$ cat config.mk
export PLATFORM = sky130hd
export DESIGN_NAME = hgsa_ctrl
export DESIGN_NICKNAME = d
export VERILOG_FILES = /design/src/rtl/hgsa_pkg.sv /design/src/rtl/hgsa_ctrl.sv
export SDC_FILE = /design/constraint.sdc
export NUM_CORES = 1
export LEC_CHECK = 0
export BUFFER_PORTS_ARGS = -buffer_cell sky130_fd_sc_hd__buf_2
export CORE_AREA = 2 2 39 41
export DETAILED_ROUTE_END_ITERATION = 8
export DIE_AREA = 0 0 41 43
export GPL_TIMING_DRIVEN = 0
export PLACE_DENSITY_LB_ADDON = 0.12
export RECOVER_POWER = 25
export SLEW_MARGIN = 10
export SYNTH_ARGS = -nofsm -noshare
export SYNTH_HDL_FRONTEND = slang
export SYNTH_SLANG_ARGS = --single-unit
$ cat constraint.sdc
create_clock -name clk_i -period 1.9 [get_ports clk_i]
set_input_delay 0.38 -clock clk_i [delete_from_list [all_inputs] [get_ports clk_i]]
set_output_delay 0.38 -clock clk_i [all_outputs]
set_load 0.03 [all_outputs]
$ cat src/rtl/hgsa_pkg.sv
// ----------------------------------------------------------------------------
// hgsa_pkg
// Shared constants, result codes and controller/datapath interface types for
// the hash group-by sum aggregator.
// ----------------------------------------------------------------------------
package hgsa_pkg;

  localparam int unsigned MAX_SLOTS = 1024;
  localparam int unsigned ADDR_W    = $clog2(MAX_SLOTS);
  localparam int unsigned KEY_W     = 32;
  localparam int unsigned SUM_W     = 32;
  localparam int unsigned SLOT_W    = 10;
  localparam int unsigned TB_W      = 4;
  localparam int unsigned STATUS_W  = 3;

  // clog2(MAX_SLOTS), upper limit of the active bit count
  localparam logic [TB_W-1:0] MAX_BITS  = TB_W'(ADDR_W);
  localparam logic [TB_W-1:0] MIN_BITS  = TB_W'(1);
  localparam logic [TB_W-1:0] RESET_TB  = TB_W'(10);

  localparam logic [KEY_W-1:0] HASH_MULT = 32'd2191554561;

  typedef enum logic [STATUS_W-1:0] {
    STS_ADDED    = 3'd0,
    STS_INSERTED = 3'd1,
    STS_FULL     = 3'd2,
    STS_ZERO_KEY = 3'd3,
    STS_READ     = 3'd4
  } status_e;

  typedef enum logic [1:0] {
    RES_UPDATE = 2'd0,
    RES_FULL   = 2'd1,
    RES_ZERO   = 2'd2,
    RES_READ   = 2'd3
  } res_sel_e;

  typedef struct packed {
    logic     clr_wr;
    logic     capture;
    logic     rd_home;
    logic     rd_next;
    logic     wr_entry;
    logic     load_out;
    res_sel_e res_sel;
  } dp_cmd_t;

  typedef struct packed {
    logic clr_last;
    logic in_is_read;
    logic in_key_zero;
    logic hit;
    logic empty;
    logic probe_done;
    logic out_free;
  } dp_sts_t;

endpackage

$ cat src/rtl/hgsa_ctrl.sv
// ----------------------------------------------------------------------------
// hgsa_ctrl
// Controller: clear sweep after reset, item accept, probe sequencing and
// result hand-off to the output register.
// ----------------------------------------------------------------------------
module hgsa_ctrl (
  input  logic               clk_i,
  input  logic               rst_ni,
  input  logic               in_valid_i,
  output logic               in_ready_o,
  input  hgsa_pkg::dp_sts_t  sts_i,
  output hgsa_pkg::dp_cmd_t  cmd_o
);

  typedef enum logic [2:0] {
    S_CLEAR,
    S_IDLE,
    S_HOME,
    S_CHECK,
    S_EMIT_READ,
    S_EMIT_ZERO
  } state_e;

  state_e state_q, state_d;
  logic   accept;

  assign in_ready_o = (state_q == S_IDLE);
  assign accept     = in_valid_i && in_ready_o;

  always_comb begin
    state_d       = state_q;
    cmd_o         = '0;
    cmd_o.res_sel = hgsa_pkg::RES_UPDATE;
    unique case (state_q)
      S_CLEAR: begin
        cmd_o.clr_wr = 1'b1;
        if (sts_i.clr_last) begin
          state_d = S_IDLE;
        end
      end
      S_IDLE: begin
        if (accept) begin
          cmd_o.capture = 1'b1;
          priority if (sts_i.in_is_read) begin
            state_d = S_EMIT_READ;
          end else if (sts_i.in_key_zero) begin
            state_d = S_EMIT_ZERO;
          end else begin
            state_d = S_HOME;
          end
        end
      end
      S_HOME: begin
        cmd_o.rd_home = 1'b1;
        state_d       = S_CHECK;
      end
      S_CHECK: begin
        priority if (sts_i.hit || sts_i.empty) begin
          if (sts_i.out_free) begin
            cmd_o.wr_entry = 1'b1;
            cmd_o.load_out = 1'b1;
            cmd_o.res_sel  = hgsa_pkg::RES_UPDATE;
            state_d        = S_IDLE;
          end
        end else if (sts_i.probe_done) begin
          if (sts_i.out_free) begin
            cmd_o.load_out = 1'b1;
            cmd_o.res_sel  = hgsa_pkg::RES_FULL;
            state_d        = S_IDLE;
          end
        end else begin
          cmd_o.rd_next = 1'b1;
        end
      end
      S_EMIT_READ: begin
        if (sts_i.out_free) begin
          cmd_o.load_out = 1'b1;
          cmd_o.res_sel  = hgsa_pkg::RES_READ;
          state_d        = S_IDLE;
        end
      end
      S_EMIT_ZERO: begin
        if (sts_i.out_free) begin
          cmd_o.load_out = 1'b1;
          cmd_o.res_sel  = hgsa_pkg::RES_ZERO;
          state_d        = S_IDLE;
        end
      end
      default: begin
        state_d = S_IDLE;
      end
    endcase
  end

  always_ff @(posedge clk_i or negedge rst_ni) begin
    if (!rst_ni) begin
      state_q <= S_CLEAR;
    end else begin
      state_q <= state_d;
    end
  end

  // entry writes only land on a matching or empty slot with room for the result
  a_wr_on_hit_or_empty: assert property (@(posedge clk_i) disable iff (!rst_ni)
    cmd_o.wr_entry |-> ((sts_i.hit || sts_i.empty) && sts_i.out_free))
    else $error("entry write without hit or empty slot");

  // a result is never loaded over one that has not been taken
  a_load_needs_room: assert property (@(posedge clk_i) disable iff (!rst_ni)
    cmd_o.load_out |-> sts_i.out_free)
    else $error("result register overwritten");

  // the probe never steps on once every slot of the active table has been read
  a_no_probe_past_end: assert property (@(posedge clk_i) disable iff (!rst_ni)
    cmd_o.rd_next |-> !sts_i.probe_done)
    else $error("probe stepped past full table");

  // no item is taken during the clear sweep
  a_no_accept_in_clear: assert property (@(posedge clk_i) disable iff (!rst_ni)
    (cmd_o.clr_wr |-> !cmd_o.capture))
    else $error("item accepted during clear");

endmodule

# Word-level counts from Yosys, hierarchy flattened
# Cells that the tools add are included.
dict set report word_totals {
  input_bits 10
  elab_cells 37
  ff_bits 3
}
dict set report classes {
  n_mux 23
  n_reduce_logical 5
  eq_ne 8
}
# op n
set op_table {}
lappend op_table {{$mux W3} 12}
lappend op_table {{$pmux W3 S5} 1}
lappend op_table {{$pmux W3 S3} 1}
lappend op_table {{$mux W1} 7}
lappend op_table {{$eq A3 B2 Y1 const B} 2}
lappend op_table {{$eq A3 B3 Y1 const B} 2}
lappend op_table {{$mux W4} 1}
lappend op_table {{$eq A3 B1 Y1 const B} 1}
lappend op_table {{$logic_not A3 Y1} 1}
lappend op_table {{$ne A3 B3 Y1 const B} 1}
lappend op_table {{$reduce_and A3 Y1} 1}
lappend op_table {{$mux W2} 1}
lappend op_table {{$ne A2 B1 Y1 const B} 1}
lappend op_table {{$ne A2 B2 Y1 const B} 1}
lappend op_table {{$reduce_or A2 Y1} 1}
lappend op_table {{$logic_and A1 B1 Y1} 1}
lappend op_table {{$logic_or A1 B1 Y1} 1}

# Logic depth before layout (Yosys ltp)
dict set report logic_depth {
  ltp_word 4
  ltp_mapped 4
  ltp_nobuf 3
}

# Least setup slack after synthesis
# No wires, ideal clock.
dict set report synth_path {
  path_kind {register to output}
  start {register state_q[1]}
  end {output cmd_o[6] (netlist name)}
  arrival_ps 1380
  stages_incl_launch_ff 3
  n_path_buf 0
  slack_ps 140
  path_cell_list {dfrtp_1 -> nor3b_2 -> and2_1}
}
# item line_no
set synth_rtl {}
lappend synth_rtl {{start, declared} hgsa_ctrl.sv:24} ;# state_e state_q, state_d;
lappend synth_rtl {{start signal, assigned} hgsa_ctrl.sv:99} ;# state_q <= state_d;
lappend synth_rtl {{end, declared} hgsa_ctrl.sv:12} ;# output hgsa_pkg::dp_cmd_t cmd_o

==> qor.csv <==
stage,metric,value,unit
finish,Largest Register,state_q,
yosys,top-count cell post-synth,nor2_1,
yosys,Unique masters post-synth,23,
power,Total Power,0.000787,W
finish,Layout area overhead,61.3,%
sta,RSZ-0062 raised after global routing,false,
sta,clock skew,0.00159,ns
yosys,post-synthesis average cell area,8.62,sq um
yosys,Synth top area share,24.2,%
clocking,Clock Sinks,3,
global_route,largest net degree at the start of global routing,11,
clocking,CTS clock-pin slew for the worst setup and hold paths,0.04,ns
sta,worst rel slew slack,71.5,%
sta,count of final hold-check violations,0,
worst_setup_path,crit path DAT,1.42,ns
yosys,largest area contributor in the netlist,dfrtp_1,
worst_setup_path,R2R Path End,state_q[0],
detailed_routing,Antenna Nets Post-Route,0,
floorplan,die area,0.00176,sq mm
global_route,Tot GR Track Use,9.43,%
yosys,Post-synth ARST share,100,%
global_route,vias in the first global route,273,
yosys,Synth Register Bits,3,
global_route,first-pass GRT wire length,1140,um
sta,setup tns final,0,ns
worst_setup_path,WS Path Type,flip-flop to output port,
worst_setup_path,Reg2Reg Setup Slack,0.37,ns
detailed_routing,wire per inst,9.37,um
placement,dpl hpwl,604,um
worst_setup_path,CP Capture Type,output port,
yosys,Post-synth top cells,"nor2_1, dfrtp_1, nor2b_1",
clocking,worst-skew pair later-pin latency,0.23,ns
placement,global placement routability congestion,0.692,
floorplan,Starting Density,22.4,%
floorplan,Die H,43,um
worst_setup_path,WP data required,1.52,ns
worst_setup_path,startpoint type of the worst setup path,flip-flop,
yosys,"EDFF count, synth",0,
detailed_routing,via count,345,
power,Pwr per Cell Area,1570,mW/mm^2
run,max_cap viols,0,
detailed_routing,WL final,740,um
sta,fmax,557,MHz
yosys,synth top area cells,"dfrtp_1, nor3b_2, nor2_1, nor2b_1, a221oi_2",
finish,Fill cells,165,
yosys,sequential fraction of the synthesis area,24.2,%
worst_setup_path,Worst Reg-to-Reg Cells,5,
status,status,"complete, no violations",
detailed_routing,Residual DRC,0,
worst_setup_path,CP Max Fanout,3,
sta,fin crit share,94.6,%
yosys,"Primary FF master, synth",dfrtp_1,
worst_setup_path,Critical Path Start,state_q[2],
sta,min Tclk post-route,1.80,ns
clocking,total CTS buffers,3,
power,Worst VDD drop,0.000562,V
global_route,Overflow after GRT,0,
yosys,synthesized area,310,sq um
placement,Cells after DPL,70,
floorplan,Die W,41,um
floorplan,boundary pin count,19,
finish,Largest regs,state_q (3),
finish,share of cells above drive strength 1,50.8,%
detailed_routing,Pre-antenna DRT Iters,4,
placement,Port-buffer cells,18,
clocking,TritonCTS clock tree,yes,
finish,number of flip-flops in the largest register,3,
global_route,initial antenna violation count,0,
worst_hold_path,hold crit path type,input pin to async pin,
finish,post-route insts no fill,79,
finish,Final nets,74,
sta,fin. max-slew vios,0,
power,Leak,0.251,nW
finish,# diodes,0,
sta,# setup viols final,0,
detailed_routing,vias per cell,4.37,
clocking,clock buffer depth,2,
yosys,Post-Syn Nets,46,
worst_setup_path,r2r startpoint,state_q[0],
sta,Worst-Margin Slew,0.424,ns
clocking,H-tree levels,1,
yosys,count of warnings emitted by yosys,0,
detailed_routing,initial DRC count,5,
floorplan,# rows,14,
sta,WHS,0.492,ns
floorplan,core area,0.00138,sq mm
clocking,root buffer cell,clkbuf_4,
worst_setup_path,end point of the critical path,cmd_o[0],
yosys,Post-Syn Instances,36,
[power breakdown]
part           leakage (nW)  switching [W]  total (W)  internal [W]
logic                 0.202       0.000299   0.000549      0.000250
clock network        0.0150      0.0000302   0.000109     0.0000785
registers            0.0341      0.0000317   0.000129     0.0000978
total                 0.251       0.000361   0.000787      0.000426
[worst max-delay path: stages (launching register included)]
cell	delay (ns)
dfrtp_2	0.40
nand3b_1	0.21
nor4b_2	0.30
o21a_1	0.15
buf_6	0.13
[worst min path at each step]
| stage | from | to |
|---|---|---|
| after floorplan | rst_ni | state_q[0] |
| after global placement | rst_ni | state_q[1] |
| after detailed placement | rst_ni | state_q[1] |
| after CTS | rst_ni | state_q[1] |
| after global routing | rst_ni | state_q[2] |
| final | rst_ni | state_q[0] |
[logic make-up after synthesis]
kind of cell | count (synthesis) | share of synthesized area [%]
mux | 2 | 6.85
simple gates | 20 | 41.5
buf+inv | 3 | 6.05
flops | 3 | 24.2
compound gates | 8 | 21.4
[through the flow]
| stage | cell area, sq um | setup slack, ns | utilization (%) |
|---|---|---|---|
| after CTS | 464 | 0.0158 | 33.5 |
| after global routing | 500 | 0.00000500 | 36.2 |
| after global placement | 420 | 0.183 | 30.4 |
| after detailed placement | 420 | 0.182 | 30.4 |
| final | 500 | 0.103 | 36.2 |
| after floorplan | 310 | 0.140 | - |
[placed cells by master (no fill, tap or decap), drive strengths merged, types with 2 or more instances in the layout]
cell	n
nor2b	4
nor3	2
o21a	2
inv	2
buf	22
dfrtp	3
nor2	6
o21ai	2
clkbuf	5
nor3b	2
[what timing repair did]
item / 4_1_cts / 5_1_grt
setup endpoints to repair: 1 / 1
buffers inserted: 0 / 4
gates resized for setup: 2 / 4
pin swaps: 0 / 1
hold buffers: 1 / 0
hold endpoints to repair: 3 / 0
[metal layers]
layer / routed length [um] / global-route usage (%) / up-vias
met4: 0 / 2.00 / 0
met5: 0 / 0 / -
li1: - / - / 182
met1: 328 / 13.5 / 148
met2: 331 / 12.5 / 15
met3: 80 / 4.71 / 0
[area by class of cell]
cell class | count | area (sq um) | area share [%]
Inverter | 2 | 7.51 | 1.50
Tap cell | 16 | 20.0 | 4.00
Sequential cell | 3 | 77.6 | 15.5
Timing Repair Buffer | 23 | 135 | 27.0
Buffer | 1 | 11.3 | 2.25
Multi-Input combinational cell | 30 | 223 | 44.5
Clock buffer | 4 | 26.3 | 5.25
No activity file was read; power rests on OpenSTA's default activity.
